[src/hdl/dhkvt_pkg.sv]
// Shared types, constants and codes of the double-hash key-value table
package dhkvt_pkg;

  localparam int unsigned DEPTH_DEF       = 1024;
  localparam int unsigned KEY_BYTES_DEF   = 8;
  localparam int unsigned VALUE_WIDTH_DEF = 32;

  localparam int unsigned KEY_W     = 64;
  localparam int unsigned KEY_LEN_W = 4;
  localparam int unsigned VAL_W     = 32;
  localparam int unsigned SIZE_W    = 11;
  localparam int unsigned OP_W      = 2;
  localparam int unsigned STAT_W    = 2;

  localparam logic [SIZE_W-1:0] SIZE_RESET = 11'd1021;
  localparam logic [SIZE_W-1:0] SIZE_MIN   = 11'd5;

  localparam logic [OP_W-1:0] OP_INSERT = 2'd0;
  localparam logic [OP_W-1:0] OP_GET    = 2'd1;
  localparam logic [OP_W-1:0] OP_REMOVE = 2'd2;

  localparam logic [STAT_W-1:0] STAT_OK   = 2'd0;
  localparam logic [STAT_W-1:0] STAT_MISS = 2'd1;
  localparam logic [STAT_W-1:0] STAT_FULL = 2'd2;

  typedef struct packed {
    logic clr;
    logic start;
    logic hash_step;
    logic div_step;
    logic early;
    logic chk;
    logic load_out;
  } ctrl_cmd_t;

  typedef struct packed {
    logic clr_last;
    logic hash_done;
    logic div_last;
    logic early_end;
    logic chk_done;
    logic out_free;
  } dp_stat_t;

endpackage

[src/hdl/dhkvt_ctrl.sv]
// Sequencer of the double-hash key-value table: clear, hash, divide, probe, answer
module dhkvt_ctrl (
  input  logic                 clk_i,
  input  logic                 rst_ni,
  input  logic                 in_valid_i,
  output logic                 in_ready_o,
  input  dhkvt_pkg::dp_stat_t  stat_i,
  output dhkvt_pkg::ctrl_cmd_t cmd_o
);

  localparam logic [2:0] CS_CLR  = 3'd0;
  localparam logic [2:0] CS_IDLE = 3'd1;
  localparam logic [2:0] CS_HASH = 3'd2;
  localparam logic [2:0] CS_DIV  = 3'd3;
  localparam logic [2:0] CS_PRD  = 3'd4;
  localparam logic [2:0] CS_PCHK = 3'd5;
  localparam logic [2:0] CS_DONE = 3'd6;

  logic [2:0] state_q, state_d;

  always_comb begin
    state_d = state_q;
    cmd_o   = '0;
    case (state_q)
      CS_CLR: begin
        cmd_o.clr = 1'b1;
        if (stat_i.clr_last) state_d = CS_IDLE;
      end
      CS_IDLE: begin
        if (in_valid_i) begin
          cmd_o.start = 1'b1;
          state_d     = CS_HASH;
        end
      end
      CS_HASH: begin
        if (stat_i.hash_done) state_d = CS_DIV;
        else cmd_o.hash_step = 1'b1;
      end
      CS_DIV: begin
        cmd_o.div_step = 1'b1;
        if (stat_i.div_last) begin
          if (stat_i.early_end) begin
            cmd_o.early = 1'b1;
            state_d     = CS_DONE;
          end else begin
            state_d = CS_PRD;
          end
        end
      end
      CS_PRD: begin
        state_d = CS_PCHK;
      end
      CS_PCHK: begin
        cmd_o.chk = 1'b1;
        state_d   = stat_i.chk_done ? CS_DONE : CS_PRD;
      end
      CS_DONE: begin
        if (stat_i.out_free) begin
          cmd_o.load_out = 1'b1;
          state_d        = CS_IDLE;
        end
      end
      default: begin
        state_d = CS_IDLE;
      end
    endcase
  end

  always_ff @(posedge clk_i or negedge rst_ni) begin
    if (!rst_ni) begin
      state_q <= CS_CLR;
    end else begin
      state_q <= state_d;
    end
  end

  assign in_ready_o = (state_q == CS_IDLE);

`ifndef SYNTHESIS
  a_start_hash : assert property (@(posedge clk_i) disable iff (!rst_ni)
    cmd_o.start |=> state_q == CS_HASH)
    else $error("word accepted without entering hash phase");
  a_chk_after_rd : assert property (@(posedge clk_i) disable iff (!rst_ni)
    state_q == CS_PCHK |-> $past(state_q) == CS_PRD)
    else $error("probe check without prior read");
  a_load_free : assert property (@(posedge clk_i) disable iff (!rst_ni)
    cmd_o.load_out |-> stat_i.out_free)
    else $error("output register overwritten");
`endif

endmodule

[config.mk]
export PLATFORM = sky130hd
export DESIGN_NAME = dhkvt_ctrl
export DESIGN_NICKNAME = d
export VERILOG_FILES = /design/src/hdl/dhkvt_pkg.sv /design/src/hdl/dhkvt_ctrl.sv
export SDC_FILE = /design/constraint.sdc
export NUM_CORES = 1
export LEC_CHECK = 0
export ABC_CLOCK_PERIOD_IN_PS = 1200
export BUFFER_PORTS_ARGS = -buffer_cell sky130_fd_sc_hd__buf_2
export CAP_MARGIN = 20
export CORE_AREA = 2 2 39 41
export DETAILED_ROUTE_END_ITERATION = 10
export DIE_AREA = 0 0 41 43
export PLACE_DENSITY = 0.43
export SYNTH_ARGS = -nofsm -noshare
export SYNTH_HDL_FRONTEND = slang
export SYNTH_SLANG_ARGS = --single-unit
[constraint.sdc]
create_clock -name clk_i -period 1.2 [get_ports clk_i]
set_input_delay 0.12 -clock clk_i [delete_from_list [all_inputs] [get_ports clk_i]]
set_output_delay 0.12 -clock clk_i [all_outputs]
set_load 0.02 [all_outputs]
# --- After elaboration in Yosys (flattened, before gate mapping) ---
# Cells that the tools add are included.
word_totals:
  output_inout_bits: 8
  elab_cells: 33
  register_bits: 3
  input_bits: 9
classes:
  n_eq_ne: 11
  mux: 19
  n_reduce_logical: 2
op_table:
  columns: ["cell", "n"]
  rows:
  - ["$pmux 3 s7", 1]
  - ["$mux 3", 5]
  - ["$mux 1", 10]
  - ["$ne 2x2->1 const B", 5]
  - ["$eq 3x3->1 const B", 3]
  - ["$eq 3x2->1 const B", 2]
  - ["$mux 2", 3]
  - ["$reduce_and 5->1", 1]
  - ["$eq 3x1->1 const B", 1]
  - ["$logic_not 3->1", 1]

# --- Depth between registers and ports, before layout ---
# Gate-level depths: netlist of run 1.
depth:
  word_depth: 3
  mapped_depth: 4
  depth_no_buf: 4

# --- Worst setup path after synthesis of run 1 ---
# Ideal clock, no wire load.
synth_timing:
  kind: "register to output"
  startpoint: "reg state_q[1]"
  endpoint: "out cmd_o[4] (netlist bit)"
  setup_slack_ns: -0.201
  path_stages_with_launch: 4
  t_arrival_ns: 1.281
  required_ns: 1.080
  path_buffers: 1
  path_cell_list: "dfrtp_1 -> buf_6 -> inv_1 -> nor4_1"
synth_lines:
  columns: ["element", "line", "text"]
  rows:
  - ["from (decl)", "dhkvt_ctrl.sv:19", "logic [2:0] state_q, state_d;"]
  - ["from (signal assigned)", "dhkvt_ctrl.sv:73", "state_q <= state_d;"]
  - ["to (decl)", "dhkvt_ctrl.sv:8", "output dhkvt_pkg::ctrl_cmd_t cmd_o"]

==> results of run 1 <==
==> layout by cell type, fill, tap and decap left out, drive strengths merged, types with 2 or more instances in the layout <==
| cell | instances |
|---|---|
| nand2 | 2 |
| inv | 2 |
| buf | 32 |
| clkbuf | 4 |
| o21ai | 4 |
| nor2 | 3 |
| and3 | 2 |
| nor3 | 3 |
| dfrtp | 3 |
==> cell usage after synthesis <==
master,n
nand2b_1,1
o211ai_1,1
buf_4,1
o21ai_2,2
mux2_2,1
buf_6,2
a311oi_1,1
a22o_2,1
o21ai_0,1
nor2_1,3
or3_1,1
inv_1,2
nand3b_1,1
dfrtp_1,3
o21a_1,1
a31oi_1,1
nor3_1,3
nand2_1,2
nor2b_1,1
and3_2,1
o21ai_1,1
nor4_1,1
o22ai_1,1
o32ai_1,1
and2_1,1
and3_1,1
==> where the power goes <==
part	switching [W]	internal, W	leakage (nW)
clock	0.0000646	0.000125	0.0150
sequential	0.0000725	0.000160	0.0359
combinational	0.000748	0.000890	0.258
total	0.000885	0.00118	0.309
==> metal layers <==
| layer | vias up | routed length, um | track usage |
|---|---|---|---|
| met5 | - | 0 | 0 |
| met2 | 23 | 618 | 0.1938 |
| met3 | 4 | 77 | 0.06283 |
| met1 | 199 | 464 | 0.1699 |
| met4 | 0 | 27 | 0.06000 |
| li1 | 201 | - | - |
==> path summary, 6_finish.rpt <==
check	to	slack, ps
worst max-delay path	cmd_o[2]	-160
worst min-delay path	state_q[2]$_DFFE_PN0P_	180
worst max register to register	state_q[1]$_DFFE_PN0P_	-150
worst min register to register	state_q[0]$_DFFE_PN0P_	640
max in group asynchronous	state_q[0]$_DFFE_PN0P_	880
min in group asynchronous	state_q[2]$_DFFE_PN0P_	200
==> critical path, stage by stage (launching register included) <==
cell,delay [ps]
dfrtp_1,420
nand2b_4,180
nor2_4,90
and3_1,170
buf_6,120
==> repair_timing <==
| item | 4_1_cts | 5_1_grt |
|---|---|---|
| endpoints found under the setup margin | 8 | 10 |
| pin swaps | 2 | 5 |
| hold endpoints to repair | 3 | 0 |
| gates cloned | 0 | 0 |
| buffers inserted | 6 | 5 |
| hold buffers | 1 | 0 |
| gates resized for setup | 14 | 23 |
==> area by class of cell <==
type,instances,share of cell area
multi-input combinational,28,0.4088
timing repair buffer,33,0.3996
sequential,3,0.1123
clock buffer,4,0.03867
tap,16,0.02947
inverter,2,0.01105
==> kinds of logic after synthesis <==
family	after synthesis
compound gates	11
flops	3
mux	1
simple gates	16
buf+inv	5
==> metrics by stage <==
stage	total power, W	setup WS (ps)	util
floorplan	0.0008649	-59.21	-
global placement	0.001095	3.764	0.2984
detailed placement	0.001085	-5.713	0.2984
CTS	0.001575	-149.3	0.3906
global route	0.002187	-213.2	0.4910
finish	0.002061	-156.8	0.4910
==> results.yml, run 1 <==
run_status:
  outcome: "finished, violations left"
  violations: "setup timing"
layout:
  largest_reg_flops: 3
  reg.largest.list: "state_q: 3 flops"
  design_area_um2: 679.4
  insertedDiodeCount: 0
  drive_gt1_frac: 0.8000
  fillers: 125
  syn_to_final_growth_pct: 132.1
  final_cell_count_no_fill: 86
  nets: 80
  regMostFlops: "state_q"
  regArea_um2: 76.32
  multi_input_area_um2: 277.8
cts:
  cts_num_sinks: 3
  cts_buffers: 3
  tritoncts: "built"
  htree_levels: 1
  clock_latency_ps: 240
  clock_path_buffers: 2
  clockRootBuffer: "clkbuf_4"
  clk_pin_slew_worst_paths_ps: 40
drt:
  drt_iter0_drc: 10
  vias: 427
  drt-pass1-iter-count: 4
  drc: 0
  post_drt_via_cell_ratio: 4.965
  routed_wl_mm: 1.188
  ant_nets: 0
  wl_per_cell_um: 13.81
yosys:
  synth_fa_ha_area_frac: 0
  synth_top_area_frac: 0.2564
  synth_seq_area_share: 0.2564
  synth_cell_types: 26
  synth_top_family_by_area: "simple AND/OR/NAND/NOR gates"
  synth_cells: 36
  synth_xor_area_frac: 0
  syn_avg_cell_area_um2: 8.133
  ys_ff_latch: 3
  synth_nets: 45
  synth_area_leaders: "dfrtp_1 (26%), buf_6 (7.7%), o21ai_2 (6.0%)"
  yosysTopAreaCell: "dfrtp_1"
  synth_area_um2: 292.8
  yosys.area_share.simple: 0.2949
  yosysWarnings: 0
  synth.mux.area_fraction: 0.03846
  synth_compound_area_frac: 0.2821
worst_hold_path:
  hp-start: "stat_i[3]"
  hold_path_depth: 2
  hold_path.class: "in -> reg"
floorplanning:
  fp.dieW_um: 41
  dieArea_um2: 1763
  initial_core_util: 0.2116
  coreArea_um2: 1384
  rows: 14
  die_y_um: 43
  pin_count: 17
worst_setup_path:
  cp-start-kind: "flop"
  worstSetupPathType: "reg -> out"
  cp_max_fo: 4
  r2r-start: "state_q[2]$_DFFE_PN0P_"
  worst_ep_required_time_ps: 1080
  critPathCaptureType: "output pin"
  arrival_ps: 1240
  cp-startpoint: "state_q[2]$_DFFE_PN0P_"
  rr_worst_depth: 6
sta:
  clock.fmax_ghz: 0.7370
  holdWs_ps: 182.6
  finalMaxSlewViolations: 0
  min_period_ps: 1357
  hold_viol: 0
  fin_crit_sh: 1.131
  fin_worst_skew_ps: 3.802
  rsz0062_at_grt: "yes"
  fin_setup_tns_ps: -858.6
  timing.slew.headroom: 0.8427
  setup_violations: 10
  worst_slew_pin_slew_ps: 235.9
  fin_ws_ps: -156.8
power:
  power_density_nw_per_um2: 3033
  vdd_drop_max_mv: 1.514
  p_leak_nw: 0.3091
global_route:
  grt_max_degree: 9
  overflow: 0
  grt_pass1_vias: 358
  grt_pass1_wl_mm: 1.559
  antenna_found_initial: 0
  track_usage: 0.1364
placement:
  io_buffer_count: 16
  dp_cells: 70
  place_area_um2: 412.9
  hpwl_um: 658.5
  gp_congestion: 0.7229
job:
  drv_cap: 0
(Power assumes the default switching activity.)
==> run 2, diff against run 1 <==
- CTS_CLUSTER_DIAMETER: default -> 30
- PLACE_DENSITY: 0.43 -> default
- TNS_END_PERCENT: default -> 20
==> run 2 against run 1 <==
Compared with the run above: the run still ends with setup timing left; die area unchanged; register-to-register slack improved by 140 ps; non-clock buffer count decreased by 9; sequential share of layout area increased by 3.1 points; sequential power increased by 5%; clock skew decreased by 1.1 ps; first-iteration DRC count decreased by 20%; core utilization decreased by 10 points; wire length decreased by 31%; combinational power decreased by 32%; critical path type unchanged; highest routed layer is now met3.
==> results.yml, run 2 (synthesized netlist as in run 1, its figures left out) <==
run_status:
  outcome: "finished, violations left"
  violations: "setup timing"
worst_setup_path:
  cp-startpoint: "state_q[2]$_DFFE_PN0P_"
  path_delay_family: "simple AND/OR/NAND/NOR gates"
  critPathBufInv: 1
  arrival_ps: 1200
  slowest_delay_ps: 410
  r2r-start: "state_q[0]$_DFFE_PN0P_"
  cp_slowest_cell: "dfrtp_1"
  worst_ep_required_time_ps: 1080
  cp_max_fo: 5
  worstSetupPathType: "reg -> out"
  critPathCaptureType: "output pin"
  cp-start-kind: "flop"
  worstPathCellList: "nand2b_4, nor2_4, and3_4, buf_6"
drt:
  ant_nets: 0
  met3_length_um: 75
  routed_wl_um: 821
  drc: 0
  post_drt_via_cell_ratio: 4.870
  met2WireLength_um: 394
  wl_met1_um: 352
  drt_iter0_drc: 8
  drt-pass1-iter-count: 4
  highest_layer: "met3"
  vias: 375
  wl_per_cell_um: 10.66
worst_hold_path:
  hp-start: "stat_i[3]"
  hold_path.class: "in -> reg"
cts:
  cts_buffers: 3
  htree_levels: 1
  clock_latency_ps: 230
  clock_path_buffers: 2
  cts_num_sinks: 3
  clockRootBuffer: "clkbuf_4"
  tritoncts: "built"
  clk_pin_slew_worst_paths_ps: 30
power:
  p_leak_nw: 0.2431
  p_total_w: 0.001534
  power_density_nw_per_um2: 2838
  vdd_drop_max_mv: 1.248
sta:
  rsz0062_at_grt: "yes"
  fin_ws_ps: -120.6
  clock.fmax_ghz: 0.7573
  timing.slew.headroom: 0.8438
  finalMaxSlewViolations: 0
  worst_slew_pin_slew_ps: 233.5
  hold_viol: 0
  min_period_ps: 1321
  setup_violations: 7
  fin_crit_sh: 1.100
  fin_worst_skew_ps: 2.745
global_route:
  grt_pass1_wl_mm: 1.428
  overflow: 0
  antenna_found_initial: 0
  grt_max_degree: 9
  track_usage: 0.1166
  grt_pass1_vias: 336
job:
  drv_cap: 0
placement:
  io_buffer_count: 16
  dp_slack_ps: 20.35
  gp_congestion: 0.8291
  hpwl_um: 603.3
layout:
  largest_reg_flops: 3
  reg.largest.list: "state_q: 3 flops"
  regMostFlops: "state_q"
  mostFrequentLayoutCell: "buf_2"
  nets: 71
  drive_gt1_frac: 0.6885
  syn_to_final_growth_pct: 84.62
  insertedDiodeCount: 0
  mostFrequentLayoutCells: "buf_2 (10), buf_4 (8), buf_6 (5), clkbuf_4 (3)"
floorplanning:
  dieArea_um2: 1763
  coreArea_um2: 1384
  die_y_um: 43
  fp.dieW_um: 41
  initial_core_util: 0.2116
  rows: 14
  pin_count: 17
## run 2: through the flow
step	utilization	setup TNS (ps)	hold slack (ps)	cells	area, um^2
final	0.3906	-478.6	175.8	77	540.5
after global routing	0.3906	-1092	183.9	77	540.5
after CTS	0.3707	-590.9	167.3	77	513.0
after detailed placement	0.2939	0	-81.56	70	406.6
after global placement	0.2939	0	-83.02	70	406.6
after floorplan	-	-263.3	-175.6	36	299.0
## run 2: what timing repair did
| action | in CTS | in global routing |
|---|---|---|
| hold endpoints to repair | 3 | 0 |
| hold buffers | 1 | 0 |
| resized for setup | 17 | 7 |
| endpoints found under the setup margin | 8 | 9 |
| setup buffers | 2 | 0 |
| pin swaps | 3 | 0 |
## run 2: final timing paths
path                                          end  slack, ps  depth (start not counted)
hold / removal             state_q[2]$_DFFE_PN0P_        180                          2
setup reg to reg           state_q[1]$_DFFE_PN0P_        -10                          5
hold reg to reg            state_q[0]$_DFFE_PN0P_        620                          2
setup / recovery                         cmd_o[2]       -120                          4
min in group asynchronous  state_q[0]$_DFFE_PN0P_        240                          2
max in group asynchronous  state_q[1]$_DFFE_PN0P_        830                          2
## run 2: layer usage
| metal | vias to the layer above | GRT usage |
|---|---|---|
| li1 | 185 | - |
| met1 | 171 | 0.1516 |
| met2 | 19 | 0.1750 |
| met3 | 0 | 0.05236 |
| met4 | 0 | 0.02000 |
| met5 | - | 0 |
## run 2: final cells by class
class                      count  area (um^2)
inverter                       2        10.01
fill                         149        843.3
multi-input combinational     28        230.2
tap                           16        20.02
timing repair buffer          24        176.4
sequential                     3        77.57
clock buffer                   4        26.28
## run 2: power by group
group	internal, W	switching (W)
clock	0.000124	0.0000505
combinational	0.000555	0.000561
sequential	0.000163	0.0000796
## run 2: worst reg2reg max path, stage by stage (launching register included)
cell,delay [ps]
dfrtp_2,430
buf_4,150
nor3_1,190
a311oi_1,70
a31oi_1,140
o21ai_1,90
